[src/rtl/sdq_pkg.sv]
// ---------------------------------------------------------------------------
// sdq_pkg
// shared widths and constants of the stereo dither quantizer
// ---------------------------------------------------------------------------
`timescale 1ns / 1ps

package sdq_pkg;

  localparam int unsigned SAMPLE_W          = 26;
  localparam int unsigned PCM_W             = 16;
  localparam int unsigned SEED_W            = 31;
  localparam int unsigned FRACTION_BITS_DEF = 8;

  // slave tdata: left, right, zero pad up to whole bytes
  localparam int unsigned S_TDATA_W = ((2 * SAMPLE_W + 7) / 8) * 8;
  localparam int unsigned M_TDATA_W = 2 * PCM_W;

  localparam logic [SEED_W-1:0] SEED_RESET = 31'h16BA2118;
  localparam logic [SEED_W-1:0] LCG_MUL    = 31'd1103515245;
  localparam logic [SEED_W-1:0] LCG_ADD    = 31'd12345;

  // rounded value before clamping: sample plus sign and carry headroom
  localparam int unsigned QNT_W = SAMPLE_W + 2;

  localparam logic signed [QNT_W-1:0] PCM_MIN = -28'sd32768;
  localparam logic signed [QNT_W-1:0] PCM_MAX = 28'sd32767;

endpackage

[src/rtl/sdq_quant.sv]
// ---------------------------------------------------------------------------
// sdq_quant
// adds dither, rounds to nearest with ties to even, clamps to int16
// ---------------------------------------------------------------------------
`timescale 1ns / 1ps

module sdq_quant #(
  parameter int unsigned FRACTION_BITS = sdq_pkg::FRACTION_BITS_DEF
) (
  input  logic signed [sdq_pkg::SAMPLE_W-1:0] sample_i,
  input  logic        [FRACTION_BITS-1:0]     dither_i,
  output logic        [sdq_pkg::PCM_W-1:0]    pcm_o
);

  localparam int unsigned SumW = sdq_pkg::SAMPLE_W + 1;
  localparam int unsigned QntW = sdq_pkg::QNT_W;
  localparam logic [FRACTION_BITS-1:0] Half = FRACTION_BITS'(1) << (FRACTION_BITS - 1);

  logic signed [SumW-1:0]            sum;
  logic        [FRACTION_BITS-1:0]   frac;
  logic signed [SumW-1:0]            whole;
  logic                              round_up;
  logic signed [QntW-1:0]            rounded;

  always_comb begin
    sum      = SumW'(sample_i) + $signed({1'b0, (SumW-1)'(dither_i)});
    frac     = sum[FRACTION_BITS-1:0];
    whole    = sum >>> FRACTION_BITS;
    round_up = (frac > Half) || ((frac == Half) && whole[0]);
    rounded  = QntW'(whole) + $signed({{(QntW-1){1'b0}}, round_up});
    if (rounded < sdq_pkg::PCM_MIN) begin
      pcm_o = sdq_pkg::PCM_MIN[sdq_pkg::PCM_W-1:0];
    end else if (rounded > sdq_pkg::PCM_MAX) begin
      pcm_o = sdq_pkg::PCM_MAX[sdq_pkg::PCM_W-1:0];
    end else begin
      pcm_o = rounded[sdq_pkg::PCM_W-1:0];
    end
  end

endmodule

[src/rtl/stereo_dither_quantizer_core.sv]
// ---------------------------------------------------------------------------
// stereo_dither_quantizer_core
// stereo frame to packed int16 pcm word, optional lcg rectangular dither
// ---------------------------------------------------------------------------
//  channel  | signals                          | word
//  ---------+----------------------------------+---------------------------------
//  s_axis   | tvalid tready tdata[55:0] tlast  | left[25:0] right[51:26], eob
//  m_axis   | tvalid tready tdata[31:0] tlast  | left pcm[15:0] right pcm[31:16]
//  cfg      | cfg_we_i cfg_wdata_i             | dither_on
//
//  with dither on a frame goes through accept, two lcg steps on the one
//  31x31 multiply-add and two passes through the shared quantizer, the last
//  of which registers the word; with dither off the lcg steps are skipped.
//  s_axis_tready is high only idle.
//  a finished word sits in the output register while the next frame is taken;
//  the last quantizer pass waits while that register is full and m_axis_tready is low.
//  reset: seed 0x16BA2118, dither off, no word pending.
// ---------------------------------------------------------------------------
`timescale 1ns / 1ps

module stereo_dither_quantizer_core #(
  parameter int unsigned FRACTION_BITS = sdq_pkg::FRACTION_BITS_DEF
) (
  input  logic                            clk_i,
  input  logic                            rst_ni,
  input  logic                            cfg_we_i,
  input  logic                            cfg_wdata_i,
  input  logic                            s_axis_tvalid,
  output logic                            s_axis_tready,
  input  logic [sdq_pkg::S_TDATA_W-1:0]   s_axis_tdata,   // left_sample, right_sample, pad
  input  logic                            s_axis_tlast,   // end_of_block
  output logic                            m_axis_tvalid,
  input  logic                            m_axis_tready,
  output logic [sdq_pkg::M_TDATA_W-1:0]   m_axis_tdata,   // left pcm, right pcm
  output logic                            m_axis_tlast    // block_done
);

  localparam int unsigned SW = sdq_pkg::SAMPLE_W;
  localparam int unsigned PW = sdq_pkg::PCM_W;

  typedef enum logic [2:0] {
    ST_IDLE,
    ST_LCG_R,
    ST_LCG_L,
    ST_QNT_R,
    ST_QNT_L
  } state_e;

  state_e                          state_q;
  logic                            dither_on_q;
  logic [sdq_pkg::SEED_W-1:0]      seed_q;
  logic [sdq_pkg::SEED_W-1:0]      seed_d;
  logic [FRACTION_BITS-1:0]        dith_r_q;
  logic [FRACTION_BITS-1:0]        dith_l_q;
  logic signed [SW-1:0]            left_q;
  logic signed [SW-1:0]            right_q;
  logic                            last_q;
  logic [PW-1:0]                   pcm_r_q;
  logic                            out_valid_q;
  logic [sdq_pkg::M_TDATA_W-1:0]   out_data_q;
  logic                            out_last_q;

  logic signed [SW-1:0]            qnt_sample;
  logic [FRACTION_BITS-1:0]        qnt_dither;
  logic [PW-1:0]                   qnt_pcm;
  logic                            out_free;

  // shared multiply-add, keeps the low 31 bits only
  assign seed_d = (seed_q * sdq_pkg::LCG_MUL) + sdq_pkg::LCG_ADD;

  assign qnt_sample = (state_q == ST_QNT_L) ? left_q : right_q;
  assign qnt_dither = (state_q == ST_QNT_L) ? dith_l_q : dith_r_q;

  sdq_quant #(
    .FRACTION_BITS (FRACTION_BITS)
  ) u_quant (
    .sample_i (qnt_sample),
    .dither_i (qnt_dither),
    .pcm_o    (qnt_pcm)
  );

  assign out_free      = !out_valid_q || m_axis_tready;
  assign s_axis_tready = (state_q == ST_IDLE);
  assign m_axis_tvalid = out_valid_q;
  assign m_axis_tdata  = out_data_q;
  assign m_axis_tlast  = out_last_q;

  always_ff @(posedge clk_i or negedge rst_ni) begin
    if (!rst_ni) begin
      state_q     <= ST_IDLE;
      dither_on_q <= 1'b0;
      seed_q      <= sdq_pkg::SEED_RESET;
      out_valid_q <= 1'b0;
    end else begin
      if (cfg_we_i) begin
        dither_on_q <= cfg_wdata_i;
      end
      // the last pass reloads the output register itself
      if (out_valid_q && m_axis_tready && (state_q != ST_QNT_L)) begin
        out_valid_q <= 1'b0;
      end
      case (state_q)
        ST_IDLE: begin
          if (s_axis_tvalid) begin
            left_q   <= s_axis_tdata[SW-1:0];
            right_q  <= s_axis_tdata[2*SW-1:SW];
            last_q   <= s_axis_tlast;
            dith_r_q <= '0;
            dith_l_q <= '0;
            state_q  <= dither_on_q ? ST_LCG_R : ST_QNT_R;
          end
        end
        ST_LCG_R: begin
          seed_q   <= seed_d;
          dith_r_q <= seed_d[sdq_pkg::SEED_W-1 -: FRACTION_BITS];
          state_q  <= ST_LCG_L;
        end
        ST_LCG_L: begin
          seed_q   <= seed_d;
          dith_l_q <= seed_d[sdq_pkg::SEED_W-1 -: FRACTION_BITS];
          state_q  <= ST_QNT_R;
        end
        ST_QNT_R: begin
          pcm_r_q <= qnt_pcm;
          state_q <= ST_QNT_L;
        end
        ST_QNT_L: begin
          // hold here until the output register can take the word
          if (out_free) begin
            out_valid_q <= 1'b1;
            out_data_q  <= {pcm_r_q, qnt_pcm};
            out_last_q  <= last_q;
            state_q     <= ST_IDLE;
          end
        end
        default: begin
          state_q <= ST_IDLE;
        end
      endcase
    end
  end

endmodule

[config.mk]
export PLATFORM = sky130hd
export DESIGN_NAME = stereo_dither_quantizer_core
export DESIGN_NICKNAME = d
export VERILOG_FILES = /design/src/rtl/sdq_pkg.sv /design/src/rtl/sdq_quant.sv /design/src/rtl/stereo_dither_quantizer_core.sv
export SDC_FILE = /design/constraint.sdc
export NUM_CORES = 1
export LEC_CHECK = 0
export BUFFER_PORTS_ARGS = -buffer_cell sky130_fd_sc_hd__clkbuf_2
export CORE_MARGIN = 3
export CORE_UTILIZATION = 45
export DETAILED_ROUTE_END_ITERATION = 8
export HOLD_SLACK_MARGIN = 0.06
export PLACE_DENSITY = 0.63
export SLEW_MARGIN = 20
export SYNTH_ARGS = -nofsm -noshare
export SYNTH_HDL_FRONTEND = slang
export SYNTH_SLANG_ARGS = --single-unit
[constraint.sdc]
create_clock -name clk_i -period 9.1 [get_ports clk_i]
set_clock_uncertainty 0.15 [all_clocks]
set_input_delay 0.91 -clock clk_i [delete_from_list [all_inputs] [get_ports clk_i]]
set_output_delay 0.91 -clock clk_i [all_outputs]
set_load 0.02 [all_outputs]
== Word level (Yosys, flattened, before mapping) ==
Cells that the tools add are included.

* Add/sub/neg operators: 3
* $mul: 1
* Magnitude comparators: 3
* Equal/unequal tests: 8
* Mux-type cells: 14
* Reductions and logical operators: 16

{| class="wikitable"
|+ Operators by type and width
! cell !! number
|-
| $mux W16 || 2
|-
| $pmux W8 S2 || 2
|-
| $add A31 B14 Y31 const B || 1
|-
| $mul A31 B31 Y31 const B || 1
|-
| $gt A28 B16 Y1 const B || 1
|-
| $lt A28 B16 Y1 const B || 1
|-
| $add A26 B9 Y27 || 1
|-
| $mux W26 || 1
|-
| $add A19 B2 Y20 || 1
|-
| $mux W8 || 2
|-
| $pmux W3 S5 || 1
|-
| $reduce_and A3 Y1 || 4
|-
| $eq A8 B8 Y1 const B || 1
|-
| $gt A8 B8 Y1 const B || 1
|-
| $eq A3 B2 Y1 const B || 2
|-
| $mux W3 || 2
|-
| $ne A2 B2 Y1 const B || 2
|-
| $reduce_and A2 Y1 || 2
|-
| $reduce_bool A2 Y1 || 2
|-
| $eq A3 B1 Y1 const B || 1
|-
| $eq A3 B3 Y1 const B || 1
|-
| $logic_and A1 B1 Y1 || 3
|-
| $logic_not A3 Y1 || 1
|-
| $mux W1 || 3
|-
| 5 further kinds || 6
|}

* Register bits after elaboration: 154

== Longest topological paths before layout ==
* Depth after elaboration: 10
* Depth in mapped cells: 27
* Gate-level depth less buffers: 27

== Modules after synthesis ==
Synthesis repeated with hierarchy kept, for this count alone.

* Cells, all modules: 1,472
* Area total of the unflattened synthesis: 15,598.7 um^2

{| class="wikitable"
|+ Modules (own cells, without submodules)
! module !! instances !! cells each !! area an instance (um^2)
|-
| stereo_dither_quantizer_core || 1 || 1,257 || 14,139.8
|-
| sdq_quant || 1 || 215 || 1,458.9
|}

== Least setup slack after synthesis ==
No wires, ideal clock.

* Path type: flip-flop to flip-flop
* Start point: reg seed_q[8] (netlist bit)
* End point: reg dith_l_q[7], data pin
* Library setup time: 0.266 ns
* Arrival: 6.797 ns
* Data required time: 8.684 ns
* Slack: 1.888 ns
* Stages on the path, launching flop included: 25
* Buffers on the path: 0
* Clock period less this slack: 7.212 ns
* Cells stage by stage: dfstp_2 ha_1 fa_1 fa_1 inv_1 fa_1 inv_1 ha_1 inv_1 fa_1 inv_1 fa_1 inv_1 fa_1 inv_1 ha_1 or2_2 a31o_2 and2_1 a221oi_1 o311ai_0 a31o_2 a211oi_1 xnor2_1 nor2_1

* Cells in the longest elaborated chain, start to end: 3

{| class="wikitable"
|+ Ends and longest elaborated chain
! element !! line !! source
|-
| start, declared || stereo_dither_quantizer_core.sv:51 || <nowiki>logic [sdq_pkg::SEED_W-1:0] seed_q;</nowiki>
|-
| start signal, assigned || stereo_dither_quantizer_core.sv:92 || <nowiki>seed_q <= sdq_pkg::SEED_RESET;</nowiki>
|-
| $mul A31 B31 Y31 || stereo_dither_quantizer_core.sv:69 || <nowiki>assign seed_d = (seed_q * sdq_pkg::LCG_MUL) + sdq_pkg::LCG_ADD;</nowiki>
|-
| $add A31 B14 Y31 || stereo_dither_quantizer_core.sv:69 ||
|-
| $pmux W8 S2 || stereo_dither_quantizer_core.sv:102 || <nowiki>case (state_q)</nowiki>
|-
| end signal, assigned || stereo_dither_quantizer_core.sv:120 || <nowiki>dith_l_q <= seed_d[sdq_pkg::SEED_W-1 -: FRACTION_BITS];</nowiki>
|-
| end, declared || stereo_dither_quantizer_core.sv:54 || <nowiki>logic [FRACTION_BITS-1:0] dith_l_q;</nowiki>
|}

No other way between the ends.
A chain may end at the register's enable or synchronous reset.

== Final worst setup path ==
* Start point: reg seed_q[5] (netlist bit)
* End point: reg dith_l_q[7], data pin

The elaborated chain is that of the path after synthesis.

==> results by group <==
Clock network
  – CTS tree: yes
  – Root Driver: clkbuf_16
  – Cts bufs inserted: 17
  – CTS H-tree depth: 4
  – CTS Sinks: 154
  – Post-CTS sizing: 0
  – Clock transition at the registers of the reported paths: 0.07 ns
  – Setup repair bufs after CTS: 0
  – Skew-Pair Late Insertion Delay: 0.45 ns
  – Worst-case clock buffer depth: 2
  – CTS Hold Bufs: 0

GRT
  – First-pass GRT wire length: 56900 um
  – Grt ovf: 0
  – Vias in the first global route: 11.0k
  – GRT Total Usage: 0.199
  – Initial antenna violation count: 0
  – Largest net degree at the start of global routing: 54

Floorplanning
  – Die area: 37300 um2
  – Die width: 193 um
  – Number of core rows: 67
  – # IOs: 98
  – Starting Density: 0.463
  – Core Area: 34000 um2
  – Die Height: 193 um

Placed design
  – RD Place Congestion: 0.908
  – Count of input and output buffers: 93
  – Placed Cells: 2083
  – HPWL Detailed: 30100 um

Detailed routing
  – WL/cell: 16.9 um
  – Total number of vias: 10.5k
  – Routed Wire Length: 35700 um
  – Initial drt markers: 417
  – DR DRC count: 0
  – 1st-pass router iterations: 5
  – Post-route ant nets: 0
  – Via/cell ratio: 4.98

Finish
  – Ant. Diodes: 0
  – Nets: 2099
  – Non-Filler Instances: 2115
  – Share of layout cells above drive strength 1: 0.0996
  – Area Growth Syn to Fin: 10.3%

Synthesis
  – Ys flop type: edfxtp_1
  – Syn Inst Count: 1557
  – Synth top area share: 0.226
  – Count leader, synth: inv_1
  – Netlist Area Pre-Place: 15800 um2
  – Yosys reg bits: 154
  – Synth warnings: 0
  – Syn_nets: 2002
  – Area leader, netlist: fa_1
  – Post-synthesis sequential area ratio: 0.283
  – Post-synth EDFFs: 118
  – Top post-synthesis cells by area: fa_1, edfxtp_1, ha_1
  – Post-synth cell types: 64
  – Ys async rst share: 0.234
  – Top post-synthesis cells by count: inv_1, ha_1, fa_1, edfxtp_1, nand2_1
  – Syn_area_per_cell: 10.1 um2

STA
  – Count of final max-slew check failures: 0
  – Fmax: 0.125 GHz
  – RSZ-0062 raised after global routing: no
  – Worst-margin pin slew: 1.16 ns
  – Tcrit/Tclk final: 0.879
  – Minimum clock period: 8.00 ns
  – Setup Viol. Count Final: 0
  – Total negative slack: 0 ns
  – Relative slew slack: 0.217
  – Final Hold Vio Count: 0

Worst setup path
  – Critical setup path kind: flip-flop to flip-flop
  – Crit path buf inv count: 4
  – CP Capture Type: flip-flop
  – Most frequent CP cell: fa_1
  – CP arrival: 8.04 ns
  – Crit Path Max Fanout: 9
  – Startpoint types: flip-flop
  – Crit path largest cell delay: 0.66 ns
  – CP top delay family: adder cells
  – CP required: 9.14 ns
  – Slowest cell on the critical path: dfrtp_1

Status
  – Status: completed

Job
  – Max cap viols: 0

Worst hold path
  – Worst Hold Class: flip-flop to flip-flop
-- per-stage QoR --
stage | instance area (um2) | hold WS [ns] | utilization | worst slack [ns]
after floorplan | 15800 | 0.250 | - | 1.89
after global placement | 16800 | 0.252 | 0.492 | 1.26
after detailed placement | 16800 | 0.255 | 0.492 | 1.18
after CTS | 17400 | 0.269 | 0.511 | 1.15
after global routing | 17400 | 0.278 | 0.511 | 0.736
final | 17400 | 0.269 | 0.511 | 1.10
-- worst register-to-register path, cell delays in order, from the launching register on --
cell and delay [ns]:
dfrtp_1 0.66, ha_1 0.40, xor2_1 0.23, ha_1 0.21, a21oi_1 0.21, fa_1 0.50
fa_1 0.54, inv_1 0.05, fa_1 0.45, ha_1 0.33, fa_1 0.54, inv_1 0.05
fa_1 0.53, inv_1 0.04, ha_1 0.36, a21o_1 0.23, nor3_1 0.11, o21ai_0 0.27
and2_1 0.25, a221oi_1 0.36, buf_4 0.21, o311ai_0 0.20, a31o_2 0.32, a211oi_1 0.27
xnor2_1 0.20, nor2_1 0.07
-- worst paths after layout --
path                       depth (start not counted)             startpoint  slack, ns                          to
max                                               25  seed_q[5]$_DFFE_PN0P_       1.10   dith_l_q[7]$_SDFFCE_PN0P_
min                                                0   pcm_r_q[6]$_DFFE_PP_       0.27  m_axis_tdata[22]$_DFFE_PP_
max reg2reg                                       25  seed_q[5]$_DFFE_PN0P_       1.10   dith_l_q[7]$_SDFFCE_PN0P_
min reg2reg                                        0   pcm_r_q[6]$_DFFE_PP_       0.27  m_axis_tdata[22]$_DFFE_PP_
max in group asynchronous                          2                 rst_ni       8.02      seed_q[25]$_DFFE_PN1P_
min in group asynchronous                          2                 rst_ni       0.38      seed_q[16]$_DFFE_PN0P_
-- cells by family after synthesis --
| kind of cell | after synthesis | synth area share |
|---|---|---|
| compound gates | 181 | 0.0725 |
| simple gates | 292 | 0.0901 |
| buf+inv | 443 | 0.107 |
| xor+xnor | 89 | 0.0495 |
| flops | 154 | 0.283 |
| fa+ha+maj | 382 | 0.388 |
| mux | 16 | 0.0102 |
-- area by class of cell --
cell class | instances | area (um2)
Clock buffer | 17 | 425
Clock inverter | 15 | 198
Fill cell | 3125 | 16600
Inverter | 419 | 1570
Multi-Input combinational cell | 960 | 9640
Sequential cell | 154 | 4460
Tap cell | 448 | 561
Timing Repair Buffer | 102 | 533
-- layout by cell type (no fill, tap or decap), types with 6 or more instances in the layout --
master / count
a211oi_1: 7
a21o_1: 12
a21oi_1: 59
a31oi_1: 7
and2_1: 9
and3_1: 8
buf_4: 9
clkbuf_16: 17
clkbuf_2: 93
dfrtp_1: 24
dfstp_2: 12
edfxtp_1: 118
fa_1: 178
ha_1: 204
inv_1: 418
mux2i_1: 15
nand2_1: 103
nand2b_1: 11
nand3_1: 22
nand4_1: 7
nor2_1: 58
nor2b_1: 7
nor3_1: 23
o211ai_1: 8
o21a_1: 8
o21ai_0: 44
o311ai_0: 6
or2_2: 6
or3_1: 6
or4_1: 7
xnor2_1: 57
xor2_1: 32
-- state kept, by name (all words and copies together), names as in the netlist --
register and cells:
right_q 26, left_q 26, m_axis_tdata 32, pcm_r_q 16, seed_q 31, m_axis_tlast 1, dith_r_q 8, dith_l_q 8
state_q 3, dither_on_q 1, last_q 1, m_axis_tvalid 1
-- per-layer routing --
metal	part of all wire	global-route usage	routed length, um
met1	0.44	0.255	15700
met2	0.49	0.345	17400
met4	0.024	0.0626	853
met5	0	0	0
met3	0.048	0.0353	1700
Power is not shown: default switching activity piles up to over one toggle a cycle in this logic, so the estimate is an artifact.
